### src/rtl/urcpd_pkg.sv
// shared types, constants and helpers for the udp receive check and port demux
package urcpd_pkg;

  localparam int TABLE_ENTRIES = 8;
  localparam int IDX_W = (TABLE_ENTRIES > 1) ? $clog2(TABLE_ENTRIES) : 1;
  localparam int PTR_W = $clog2(TABLE_ENTRIES + 1);

  localparam logic [15:0] AUTO_PORT_BASE  = 16'd1024;
  localparam logic [15:0] AUTO_PORT_RESET = 16'd1023;

  localparam logic [1:0] ACT_BYTE  = 2'd0;
  localparam logic [1:0] ACT_OPEN  = 2'd1;
  localparam logic [1:0] ACT_CLOSE = 2'd2;

  localparam logic [2:0] ST_OK        = 3'd0;
  localparam logic [2:0] ST_SHORT     = 3'd1;
  localparam logic [2:0] ST_LEN_UNDER = 3'd2;
  localparam logic [2:0] ST_LEN_OVER  = 3'd3;
  localparam logic [2:0] ST_CHECKSUM  = 3'd4;
  localparam logic [2:0] ST_NO_LISTEN = 3'd5;
  localparam logic [2:0] ST_PORT_BUSY = 3'd6;
  localparam logic [2:0] ST_FULL      = 3'd7;

  typedef struct packed {
    logic [1:0]  action;
    logic [7:0]  data_byte;
    logic        last;
    logic [15:0] pseudo_sum;
    logic [7:0]  family;
    logic [31:0] address;
    logic [15:0] port;
    logic        promiscuous;
    logic [2:0]  handle;
  } udp_in_t;

  typedef struct packed {
    logic [2:0]  status;
    logic [2:0]  slot;
    logic [15:0] src_port;
    logic [15:0] dest_port;
    logic [15:0] payload_len;
    logic [15:0] bound_port;
  } udp_out_t;

  typedef struct packed {
    logic [7:0]  family;
    logic [31:0] address;
    logic [15:0] port;
    logic [15:0] age;
  } entry_t;

  localparam int ENTRY_W = $bits(entry_t);

  // ones' complement add with end-around carry
  function automatic logic [15:0] fold_add(input logic [15:0] acc, input logic [15:0] word);
    logic [16:0] s;
    s = {1'b0, acc} + {1'b0, word};
    return s[15:0] + {15'd0, s[16]};
  endfunction

endpackage

### src/rtl/udp_receive_check_and_port_demux.sv
// top level: udp receive checks and listener table with port demultiplexing
//
// Commands enter on start while busy is low. Packet bytes are taken one per
// cycle with busy staying low; the byte marked last gives a verdict in the
// next cycle for a length or checksum fault, otherwise busy rises while the
// listener table is swept from its ram, one entry per cycle, and the result
// appears once the sweep is complete. An open with a given port sweeps the
// table once to check the port; an open with port zero sweeps once per
// candidate port tried; a promiscuous open and a full table give their result
// in the next cycle, and a close gives no result at all. The result
// strobe done is high for exactly one cycle and cannot be held off, so the
// receiver must take every transfer as it appears. The table contents sit in
// a single ram; only the per-entry valid flags are flip-flops.
module udp_receive_check_and_port_demux (
  input  logic              clk,
  input  logic              rst,
  input  logic              start,
  output logic              busy,
  input  urcpd_pkg::udp_in_t  cmd,
  output logic              done,
  output urcpd_pkg::udp_out_t rsp
);
  import urcpd_pkg::*;

  typedef enum logic [1:0] {S_IDLE, S_SCAN, S_AUTO, S_CHECK} state_t;
  state_t state;

  // listener table
  logic [TABLE_ENTRIES-1:0] entry_valid;
  logic [15:0] open_sequence;
  logic [15:0] next_try_port;

  // packet assembly
  logic [15:0] byte_count;
  logic [15:0] header_words [4];
  logic [15:0] sum_acc;
  logic [7:0]  odd_hold;

  // captured packet for the sweep
  logic [7:0]  pk_family;
  logic [31:0] pk_address;
  logic [15:0] pk_sport;
  logic [15:0] pk_dport;
  logic [15:0] pk_ulen;

  // sweep control
  logic [PTR_W-1:0] rd_ptr;
  logic             rd_vld;
  logic [IDX_W-1:0] rd_idx;
  logic             found;
  logic [IDX_W-1:0] best_idx;
  logic [15:0]      best_dist;
  logic             in_use;
  logic             auto_mode;
  logic [15:0]      cand_port;
  logic [IDX_W-1:0] op_slot;

  // ram
  logic               ram_we;
  logic [IDX_W-1:0]   ram_waddr;
  entry_t             ram_wdata;
  logic [ENTRY_W-1:0] ram_rdata;
  entry_t             rd_entry;

  urcpd_ram #(.WIDTH(ENTRY_W), .DEPTH(TABLE_ENTRIES)) u_ram (
    .clk   (clk),
    .we    (ram_we),
    .waddr (ram_waddr),
    .wdata (ram_wdata),
    .raddr (rd_ptr[IDX_W-1:0]),
    .rdata (ram_rdata)
  );

  assign rd_entry = entry_t'(ram_rdata);
  assign busy = (state != S_IDLE);

  // byte path: next packet state for an accepted byte
  logic [15:0] hw_next [4];
  logic [15:0] sum_next;
  logic [7:0]  odd_next;
  logic [15:0] count_next;
  logic [15:0] acc_base;
  logic [15:0] chk_sum;
  logic [2:0]  pk_status;

  always_comb begin
    hw_next = header_words;
    if (byte_count < 16'd8) begin
      if (byte_count[0]) begin
        hw_next[byte_count[2:1]][7:0] = cmd.data_byte;
      end else begin
        hw_next[byte_count[2:1]][15:8] = cmd.data_byte;
      end
    end
    acc_base = (byte_count == 16'd0) ? cmd.pseudo_sum : sum_acc;
    sum_next = acc_base;
    odd_next = odd_hold;
    if (byte_count < 16'd6 || byte_count < hw_next[2]) begin
      if (byte_count[0]) begin
        sum_next = fold_add(acc_base, {odd_hold, cmd.data_byte});
      end else begin
        odd_next = cmd.data_byte;
      end
    end
    count_next = (byte_count == 16'hFFFF) ? byte_count : byte_count + 16'd1;
    chk_sum = hw_next[2][0] ? fold_add(sum_next, {odd_next, 8'h00}) : sum_next;
    priority if (count_next < 16'd8) begin
      pk_status = ST_SHORT;
    end else if (hw_next[2] < 16'd8) begin
      pk_status = ST_LEN_UNDER;
    end else if (hw_next[2] > count_next) begin
      pk_status = ST_LEN_OVER;
    end else if (hw_next[3] != 16'd0 && chk_sum != 16'hFFFF) begin
      pk_status = ST_CHECKSUM;
    end else begin
      pk_status = ST_OK;
    end
  end

  // lowest free slot
  logic             free_found;
  logic [IDX_W-1:0] free_idx;

  always_comb begin
    free_found = 1'b0;
    free_idx   = '0;
    for (int i = TABLE_ENTRIES - 1; i >= 0; i--) begin
      if (!entry_valid[i]) begin
        free_found = 1'b1;
        free_idx   = IDX_W'(i);
      end
    end
  end

  // compare stage on the entry read out of the ram
  logic        cmp_hit;
  logic        cmp_better;
  logic [15:0] cmp_dist;
  logic        cmp_port_hit;
  logic        cmp_last;

  always_comb begin
    cmp_hit = rd_vld && entry_valid[rd_idx]
              && (rd_entry.family == pk_family || rd_entry.family == 8'd0)
              && (rd_entry.port == pk_dport || rd_entry.port == 16'd0)
              && (rd_entry.address == pk_address || rd_entry.address == 32'd0);
    cmp_dist   = open_sequence - rd_entry.age;
    cmp_better = cmp_hit && (!found || cmp_dist < best_dist);
    cmp_port_hit = rd_vld && entry_valid[rd_idx] && rd_entry.port == cand_port;
    cmp_last   = rd_vld && (rd_idx == IDX_W'(TABLE_ENTRIES - 1));
  end

  // table writes: promiscuous open at once, checked open at end of sweep
  logic promisc_wr;
  logic check_wr;

  assign promisc_wr = (state == S_IDLE) && start && cmd.action == ACT_OPEN
                      && free_found && cmd.promiscuous;
  assign check_wr   = (state == S_CHECK) && cmp_last && !(in_use || cmp_port_hit);

  always_comb begin
    ram_we    = promisc_wr || check_wr;
    ram_waddr = promisc_wr ? free_idx : op_slot;
    ram_wdata.family  = promisc_wr ? 8'd0  : pk_family;
    ram_wdata.address = promisc_wr ? 32'd0 : pk_address;
    ram_wdata.port    = promisc_wr ? 16'd0 : cand_port;
    ram_wdata.age     = open_sequence;
  end

  // report slot in three bits, wrapping for larger tables
  logic [IDX_W+2:0] slot_wide_best;
  logic [IDX_W+2:0] slot_wide_op;
  logic [IDX_W+2:0] slot_wide_free;
  assign slot_wide_best = {3'b000, (cmp_better ? rd_idx : best_idx)};
  assign slot_wide_op   = {3'b000, op_slot};
  assign slot_wide_free = {3'b000, free_idx};

  logic [15:0] auto_next;
  assign auto_next = next_try_port + 16'd1;

  logic [6:0] handle_wide;
  assign handle_wide = {4'd0, cmd.handle};
  logic [IDX_W+2:0] handle_idx_wide;
  assign handle_idx_wide = {{IDX_W{1'b0}}, cmd.handle};

  always_ff @(posedge clk) begin
    if (rst) begin
      state         <= S_IDLE;
      entry_valid   <= '0;
      open_sequence <= '0;
      next_try_port <= AUTO_PORT_RESET;
      byte_count    <= '0;
      for (int i = 0; i < 4; i++) begin
        header_words[i] <= '0;
      end
      sum_acc   <= '0;
      odd_hold  <= '0;
      done      <= 1'b0;
      rd_ptr    <= '0;
      rd_vld    <= 1'b0;
      found     <= 1'b0;
      in_use    <= 1'b0;
      auto_mode <= 1'b0;
    end else begin
      done <= 1'b0;
      unique case (state)
        S_IDLE: begin
          rd_ptr <= '0;
          rd_vld <= 1'b0;
          found  <= 1'b0;
          in_use <= 1'b0;
          if (start) begin
            priority case (cmd.action)
              ACT_BYTE: begin
                if (cmd.last) begin
                  // packet ends: state cleared for the next buffer
                  byte_count <= '0;
                  for (int i = 0; i < 4; i++) begin
                    header_words[i] <= '0;
                  end
                  sum_acc  <= '0;
                  odd_hold <= '0;
                  if (pk_status != ST_OK) begin
                    done <= 1'b1;
                    rsp  <= '{status: pk_status, default: '0};
                  end else begin
                    pk_family  <= cmd.family;
                    pk_address <= cmd.address;
                    pk_sport   <= hw_next[0];
                    pk_dport   <= hw_next[1];
                    pk_ulen    <= hw_next[2];
                    state      <= S_SCAN;
                  end
                end else begin
                  byte_count   <= count_next;
                  header_words <= hw_next;
                  sum_acc      <= sum_next;
                  odd_hold     <= odd_next;
                end
              end
              ACT_OPEN: begin
                op_slot    <= free_idx;
                pk_family  <= cmd.family;
                pk_address <= cmd.address;
                if (!free_found) begin
                  done <= 1'b1;
                  rsp  <= '{status: ST_FULL, default: '0};
                end else if (cmd.promiscuous) begin
                  entry_valid[free_idx] <= 1'b1;
                  open_sequence <= open_sequence + 16'd1;
                  done <= 1'b1;
                  rsp  <= '{status: ST_OK, slot: slot_wide_free[2:0], default: '0};
                end else if (cmd.port != 16'd0) begin
                  cand_port <= cmd.port;
                  auto_mode <= 1'b0;
                  state     <= S_CHECK;
                end else begin
                  auto_mode <= 1'b1;
                  state     <= S_AUTO;
                end
              end
              ACT_CLOSE: begin
                if (handle_wide < 7'(TABLE_ENTRIES)) begin
                  entry_valid[handle_idx_wide[IDX_W-1:0]] <= 1'b0;
                end
              end
              default: begin
              end
            endcase
          end
        end

        S_SCAN: begin
          // issue one ram read per cycle, compare in the following cycle
          if (rd_ptr < PTR_W'(TABLE_ENTRIES)) begin
            rd_ptr <= rd_ptr + PTR_W'(1);
          end
          rd_vld <= (rd_ptr < PTR_W'(TABLE_ENTRIES));
          rd_idx <= rd_ptr[IDX_W-1:0];
          if (cmp_better) begin
            found     <= 1'b1;
            best_idx  <= rd_idx;
            best_dist <= cmp_dist;
          end
          if (cmp_last) begin
            done <= 1'b1;
            rsp.status      <= (found || cmp_better) ? ST_OK : ST_NO_LISTEN;
            rsp.slot        <= (found || cmp_better) ? slot_wide_best[2:0] : 3'd0;
            rsp.src_port    <= pk_sport;
            rsp.dest_port   <= pk_dport;
            rsp.payload_len <= pk_ulen - 16'd8;
            rsp.bound_port  <= '0;
            state <= S_IDLE;
          end
        end

        S_AUTO: begin
          // next candidate port; counter that has wrapped fails for good
          rd_ptr <= '0;
          rd_vld <= 1'b0;
          in_use <= 1'b0;
          if (next_try_port == 16'd0) begin
            done <= 1'b1;
            rsp  <= '{status: ST_PORT_BUSY, default: '0};
            state <= S_IDLE;
          end else begin
            next_try_port <= auto_next;
            if (auto_next >= AUTO_PORT_BASE) begin
              cand_port <= auto_next;
              state     <= S_CHECK;
            end
          end
        end

        S_CHECK: begin
          if (rd_ptr < PTR_W'(TABLE_ENTRIES)) begin
            rd_ptr <= rd_ptr + PTR_W'(1);
          end
          rd_vld <= (rd_ptr < PTR_W'(TABLE_ENTRIES));
          rd_idx <= rd_ptr[IDX_W-1:0];
          in_use <= in_use || cmp_port_hit;
          if (cmp_last) begin
            if (in_use || cmp_port_hit) begin
              if (auto_mode) begin
                state <= S_AUTO;
              end else begin
                done <= 1'b1;
                rsp  <= '{status: ST_PORT_BUSY, default: '0};
                state <= S_IDLE;
              end
            end else begin
              entry_valid[op_slot] <= 1'b1;
              open_sequence <= open_sequence + 16'd1;
              done <= 1'b1;
              rsp  <= '{status: ST_OK, slot: slot_wide_op[2:0], bound_port: cand_port,
                        default: '0};
              state <= S_IDLE;
            end
          end
        end

        default: begin
          state <= S_IDLE;
        end
      endcase
    end
  end
endmodule

### src/rtl/urcpd_ram.sv
// generic single write port ram with registered read
module urcpd_ram #(
  parameter int WIDTH = 8,
  parameter int DEPTH = 8
) (
  input  logic                                  clk,
  input  logic                                  we,
  input  logic [((DEPTH > 1) ? $clog2(DEPTH) : 1)-1:0] waddr,
  input  logic [WIDTH-1:0]                      wdata,
  input  logic [((DEPTH > 1) ? $clog2(DEPTH) : 1)-1:0] raddr,
  output logic [WIDTH-1:0]                      rdata
);
  logic [WIDTH-1:0] mem [DEPTH];

  always_ff @(posedge clk) begin
    if (we) begin
      mem[waddr] <= wdata;
    end
    rdata <= mem[raddr];
  end
endmodule

### config.mk
export PLATFORM = sky130hd
export DESIGN_NAME = udp_receive_check_and_port_demux
export DESIGN_NICKNAME = d
export VERILOG_FILES = /design/src/rtl/urcpd_pkg.sv /design/src/rtl/udp_receive_check_and_port_demux.sv /design/src/rtl/urcpd_ram.sv
export SDC_FILE = /design/constraint.sdc
export NUM_CORES = 2
export LEC_CHECK = 0
export BUFFER_PORTS_ARGS = -buffer_cell sky130_fd_sc_hd__buf_2
export CAP_MARGIN = 15
export CORE_MARGIN = 3
export CORE_UTILIZATION = 30
export DETAILED_ROUTE_END_ITERATION = 6
export PLACE_DENSITY = 0.43
export SYNTH_ARGS = -nofsm -noshare
export SYNTH_HDL_FRONTEND = slang
export SYNTH_HIERARCHICAL = 1
export SYNTH_SLANG_ARGS = --single-unit
### constraint.sdc
create_clock -name clk -period 23.4 [get_ports clk]
set_input_delay 1.17 -clock clk [delete_from_list [all_inputs] [get_ports clk]]
set_output_delay 1.17 -clock clk [all_outputs]
set_load 0.005 [all_outputs]
After elaboration in Yosys (flattened, before gate mapping) --
Memories as Yosys holds them, arrays and structs flattened. A register that Yosys moved wholly into a read port is not among the register bits. Index checks and enable logic that the tools add are counted.
Word-level totals: register bits 354, memory bits (writable) 576, input port bits 90, output and inout bits 72, word-level logic and storage cells 303, memories 1
Memories:
- u_ram.mem | depth 8, width 72, rd ports 1, clocked after Yosys merged registers in 1, wr ports 1, RTL line urcpd_ram.sv:13 | logic [WIDTH-1:0] mem [DEPTH];
Cells by class: $add $sub $neg 10, order comparisons 19, equality and inequality tests 40, mux-type cells 130, bitwise gates (word level) 9, reductions and logical operators 61
Operators with widths (number):
- 70-bit two-way mux | 10
- 16-bit two-way mux | 22
- 70-bit one-hot mux with 4 select lines | 1
- 64-bit two-way mux | 3
- 70-bit one-hot mux with 2 select lines | 1
- 64-bit bitwise mux | 2
- 8-bit two-way mux | 13
- 32-bit two-way mux | 3
- 16-bit demux with 2-bit select | 2
- 16-bit one-hot mux with 2 select lines | 2
- 32-bit one-hot mux with 2 select lines | 1
- 16-bit by 1-bit adder with 16-bit output, second input constant | 3
- 16-bit zero test | 3
- 16-bit by 4-bit less-than comparator with 1-bit output, second input constant | 3
- 3-bit two-way mux | 16
- 8-bit one-hot mux with 2 select lines | 3
- 16-bit by 16-bit adder with 17-bit output | 2
- 16-bit by 1-bit adder with 16-bit output | 2
- 16-bit equality test | 2
- 32-bit equality test | 1
- 32-bit zero test | 1
- 16-bit less-than comparator | 2
- 16-bit nonzero test | 2
- 1-bit two-way mux | 27
- other kinds (53) | 142

Depth between registers and ports, before layout --
depth after elaboration 26, depth in mapped cells 47, gate-level depth less buffers 44

By module --
Netlist, hierarchy kept.
Modules (own cells, without submodules):
- urcpd_ram | times used 1, cells each 917, area each 23368.7 um2, sequential area each 18738.0 um2
- udp_receive_check_and_port_demux | times used 1, cells each 2040, area each 20085.5 um2, sequential area each 9078.7 um2

Least setup slack after synthesis --
No wires, ideal clock.
path type register to register, start point reg byte_count[0], end point reg pk_dport[0] (enable), library setup time 0.513 ns, arrival 11.247 ns, data required time 22.887 ns, setup slack 11.640 ns, cell stages (with the launch flop) 45, path buffers 4, period minus slack after synthesis 11.760 ns, cells stage by stage dfxtp_1 -> clkbuf_1 -> inv_1 -> ha_1 -> nor4b_1 -> and4_1 -> buf_2 -> buf_2 -> buf_2 -> mux2_2 -> ha_1 -> o21ai_1 -> a21oi_1 -> a311oi_2 -> o211ai_1 -> a21oi_1 -> nor2b_1 -> o21ai_0 -> [9 not listed] -> ha_1 -> nor2b_1 -> o21a_1 -> o21a_1 -> o31a_1 -> o21ai_0 -> nand2b_1 -> ha_1 -> ha_1 -> nand3_1 -> nor3_1 -> a41oi_2 -> inv_2 -> o311ai_0 -> nand4_1 -> nor4_4 -> o211ai_1 -> nor3_1
On the way: word-level cells in the longest chain between the ends 18, elaborated cells between the ends (all ways) 33, classes of those cells 5 x add/sub; 6 x order compare; 2 x eq/ne; 13 x mux; 1 x bitwise; 6 x reduce/logical
RTL lines:
- from (decl) | RTL line udp_receive_check_and_port_demux.sv:34 | logic [15:0] byte_count;
- from (signal assigned) | RTL line udp_receive_check_and_port_demux.sv:235 | byte_count <= count_next;
- 16-bit zero test | RTL line udp_receive_check_and_port_demux.sv:95 | acc_base = (byte_count == 16'd0) ? cmd.pseudo_sum : sum_acc;
- 16-bit two-way mux | RTL line udp_receive_check_and_port_demux.sv:95
- 16-bit by 16-bit adder with 17-bit output | RTL line urcpd_pkg.sv:57 | s = {1'b0, acc} + {1'b0, word};
- 16-bit by 1-bit adder with 16-bit output | RTL line urcpd_pkg.sv:58 | return s[15:0] + {15'd0, s[16]};
- 16-bit two-way mux | RTL line udp_receive_check_and_port_demux.sv:99 | if (byte_count[0]) begin
- 16-bit two-way mux | RTL line udp_receive_check_and_port_demux.sv:98 | if (byte_count < 16'd6 || byte_count < hw_next[2]) begin
- 16-bit by 16-bit adder with 17-bit output | RTL line urcpd_pkg.sv:57
- 16-bit by 1-bit adder with 16-bit output | RTL line urcpd_pkg.sv:58
- [2 not listed]
- 1-bit logical AND | RTL line udp_receive_check_and_port_demux.sv:113 | end else if (hw_next[3] != 16'd0 && chk_sum != 16'hFFFF) begin
- 3-bit two-way mux | RTL line udp_receive_check_and_port_demux.sv:113
- 3-bit two-way mux | RTL line udp_receive_check_and_port_demux.sv:111 | end else if (hw_next[2] > count_next) begin
- 3-bit two-way mux | RTL line udp_receive_check_and_port_demux.sv:109 | end else if (hw_next[2] < 16'd8) begin
- 3-bit two-way mux * | RTL line udp_receive_check_and_port_demux.sv:107 | priority if (count_next < 16'd8) begin
- 3-bit nonzero test * | RTL line udp_receive_check_and_port_demux.sv:223 | if (pk_status != ST_OK) begin
- 1-bit NOT (no line) *
- 6-bit AND reduction (no line) *
- to (signal assigned) | RTL line udp_receive_check_and_port_demux.sv:230 | pk_dport <= hw_next[1];
- to (decl) | RTL line udp_receive_check_and_port_demux.sv:43 | logic [15:0] pk_dport;
Mark *: on every way between the ends. The rest lies on a longest branch, timed or not. A chain may end at the register's enable or synchronous reset.

Worst setup path after layout --
start point reg byte_count[0], end point reg pk_family[6] (enable)
On the way: word-level cells in the longest chain between the ends 18, elaborated cells between the ends (all ways) 33, classes of those cells 5 x add/sub; 6 x order compare; 3 x eq/ne; 13 x mux; 6 x reduce/logical
RTL lines:
- 16-bit zero test | RTL line udp_receive_check_and_port_demux.sv:95
- 16-bit two-way mux | RTL line udp_receive_check_and_port_demux.sv:95
- 16-bit by 16-bit adder with 17-bit output | RTL line urcpd_pkg.sv:57
- 16-bit by 1-bit adder with 16-bit output | RTL line urcpd_pkg.sv:58
- 16-bit two-way mux | RTL line udp_receive_check_and_port_demux.sv:99
- 16-bit two-way mux | RTL line udp_receive_check_and_port_demux.sv:98
- 16-bit by 16-bit adder with 17-bit output | RTL line urcpd_pkg.sv:57
- 16-bit by 1-bit adder with 16-bit output | RTL line urcpd_pkg.sv:58
- [2 not listed]
- 1-bit logical AND | RTL line udp_receive_check_and_port_demux.sv:113
- 3-bit two-way mux | RTL line udp_receive_check_and_port_demux.sv:113
- 3-bit two-way mux | RTL line udp_receive_check_and_port_demux.sv:111
- 3-bit two-way mux | RTL line udp_receive_check_and_port_demux.sv:109
- 3-bit two-way mux * | RTL line udp_receive_check_and_port_demux.sv:107
- 3-bit nonzero test * | RTL line udp_receive_check_and_port_demux.sv:223
- 2-bit inequality test (no line) *
- 6-bit AND reduction (no line) *
- to (signal assigned) | RTL line udp_receive_check_and_port_demux.sv:227 | pk_family <= cmd.family;
- to (signal assigned) | RTL line udp_receive_check_and_port_demux.sv:243 | pk_family <= cmd.family;
- to (decl) | RTL line udp_receive_check_and_port_demux.sv:40 | logic [7:0] pk_family;
Marks and branches as above.

==> run summary <==
status: complete, no violations
Reg2Reg Depth: 43
top-level port count: 162
synthesized area per cell: 14.7 sq um
TritonCTS clock tree: built
most frequent CP cell: ha_1
synthesized flop and latch total: 1002
Power Internal: 3.28 mW
maxcap violations: 0
Final Net Count: 3333
initial core utilization: 0.302
Worst Path Class, Setup: flip-flop to flip-flop
first-pass GRT wire length: 178 mm
FF-to-FF setup slack: 12280 ps
Die Y: 387 microns
die area: 149000 sq um
Setup TNS Final: 0 ps
Critical Path Sink Type: flip-flop
top cells by area, synth: edfxtp_1 54%, dfxtp_1 10%, mux4_2 7.6%
Comb pwr share: 0.135
number of buffers created by CTS: 111
final wirelength: 120 mm
PD cells: 88.4 nW/um^2
GRT Util Overall: 0.159
share of cells above drive strength 1: 0.220
largest area contributor in the netlist: edfxtp_1
# DRC: 0
Mapped Nets: 3153
clock slew at reported path FFs: 60 ps
Clk Latency, worst-skew pair: 740 ps
gr ovfl total: 0
vias per cell: 4.98
endpoints failing hold: 0
DRT iter0 DRCs: 1770
Flop pwr share: 0.467
routability cong.: 0.854
Clock Skew: 84.6 ps
pin count of the biggest net entering global routing: 78
Worst setup SP type: flip-flop
final setup fails: 0
Cell Area, Synth: 43500 sq um
min cycle time layout: 11120 ps
Mapped Cells: 2957
switching share of total power: 0.260
period utilisation layout: 0.475
port bufs: 161
ys async rst share: 0
CTS Hold Bufs: 0
drt wl/cell: 23.4 microns
Hold Path Depth: 2
Slowest Stage Delay on Critical Path: 970 ps
number of synthesized flops with an enable pin: 775
Clock Power Share: 0.398
dpl hpwl: 75.7 mm
clock sink count: 1002
Via Count: 25.6k
Pleak: 17.0 nW
Die W: 387 microns
Arr. time, crit path: 11400 ps
Worst-Margin Slew: 1140 ps
finished layout cell area: 50100 sq um
Synth top area share: 0.536
synth cell count leaders: 775 x edfxtp_1, 238 x nor2_1, 227 x dfxtp_1
clock tree root buffer cell: clkbuf_16
Max transition margin: 0.229
First-pass DRT Iterations: 5
path category of the worst min-delay check: flip-flop to flip-flop
Seq/Total Area, Yosys: 0.640
Worst Path Max Fanout: 40
net switching power figure: 1.15 mW
H-tree depth: 3
Syn-to-layout area delta: 15.3%
Post-CTS Setup Inserts: 0
area post-placement: 46400 sq um
clk buf depth: 3
maximum vdd drop: 57.9 uV
final count of pins violating max slew: 0
Synthesis Warnings: 6
number of fill cells: 13.9k
vias in the first global route: 26.6k
top-count cell post-synth: edfxtp_1
count of cell types in the netlist: 84
Crit-path slowest cell: and4_1
Primary FF master, synth: edfxtp_1
CP Data Required Time: 23690 ps
# rows: 139
achievable frequency: 90.0 MHz
initial antenna violation count: 12
RSZ-0062 raised after global routing: false
post-CTS sizing: 0
core area: 144000 sq um
Antenna Nets Post-Route: 0
[metrics by stage]
| step | setup slack [ps] | util | total power, mW | instances | hold WS, ps |
|---|---|---|---|---|---|
| 2_1_floorplan | 11640 | - | 2.51 | 2957 | 454 |
| 3_5_place_dp | 12330 | 0.323 | 2.71 | 4926 | 495 |
| 3_3_place_gp | 12540 | 0.323 | 2.70 | 4926 | 471 |
| 6_report | 12280 | 0.349 | 4.43 | 5137 | 504 |
| 4_1_cts | 12230 | 0.349 | 4.50 | 5135 | 509 |
| 5_1_grt | 11400 | 0.349 | 4.63 | 5136 | 529 |
[final timing paths]
kind               startpoint                to
max             byte_count[0]      pk_family[6]
min          header_words[63]  header_words[63]
max reg2reg     byte_count[0]      pk_family[6]
min reg2reg  header_words[63]  header_words[63]
[layout make-up]
class	instances	area [sq um]	area share
Sequential cell	1002	27800	0.555
Multi-Input combinational cell	1717	14700	0.293
Clock buffer	144	2990	0.0597
Tap cell	1903	2380	0.0475
Timing Repair Buffer	200	1120	0.0224
Clock inverter	65	716	0.0143
Inverter	105	394	0.00786
Antenna cell	1	2.50	0.0000499
[worst max-delay path: cells and delay by family, from the launching register on]
| kind | cells | cell delay [ps] |
|---|---|---|
| adders and majority gates | 8 | 1940 |
| DFF | 1 | 420 |
| xor gates and xnor gates | 1 | 140 |
| AOI/OAI and AO/OA | 14 | 3080 |
| muxes | 1 | 340 |
| and+or+nand+nor | 15 | 3790 |
| buffers and inverters | 4 | 920 |
[per-layer routing]
| metal | track usage | routed length, microns | vias to the layer above |
|---|---|---|---|
| met5 | 0 | 0 | - |
| met4 | 0.0452 | 2820 | 0 |
| met3 | 0.0239 | 5020 | 181 |
| met2 | 0.262 | 57000 | 569 |
| met1 | 0.218 | 55400 | 13200 |
| li1 | - | - | 11700 |
[placed cells by master, fill, tap and decap left out, types with 25 or more instances in the layout]
cell / instances
nand4_1: 44
buf_2: 160
dfxtp_1: 224
and3_1: 27
ha_1: 103
clkinv_2: 25
xnor2_1: 108
nor3_1: 34
edfxtp_1: 775
buf_4: 39
mux2_4: 61
a21oi_1: 107
and2_1: 114
a22oi_1: 88
nor2_1: 231
nor4_1: 37
nand3_1: 38
xor2_1: 55
o21ai_0: 62
clkbuf_16: 112
nand2_1: 107
clkbuf_1: 25
inv_1: 103
mux2_2: 82
mux4_2: 146
[power groups by stage]
stage | clock, mW | combinational [mW] | sequential, mW
finish | 1.76 | 0.596 | 2.07
global route | 1.89 | 0.659 | 2.08
CTS | 1.82 | 0.606 | 2.07
detailed placement | 0 | 0.602 | 2.11
global placement | 0 | 0.597 | 2.11
floorplan | 0 | 0.432 | 2.07
[state kept, by name, summed over array words and instances, names as in the netlist, 16 cells and up]
| signal | cells |
|---|---|
| byte_count | 16 |
| pk_address | 32 |
| pk_ulen | 16 |
| pk_dport | 16 |
| cand_port | 16 |
| u_ram/mem | 576 |
| header_words | 64 |
| u_ram/rdata | 72 |
| sum_acc | 16 |
| pk_sport | 16 |
| open_sequence | 16 |
| rsp | 70 |
| best_dist | 16 |
| next_try_port | 16 |
[cell families after synthesis]
family,synth area share
AOI/OAI and AO/OA,0.0626
xor gates and xnor gates,0.0336
adders and majority gates,0.0310
muxes,0.122
DFF,0.640
and+or+nand+nor,0.0859
buffers and inverters,0.0245
Note: power is estimated with default switching activity, not from simulation.
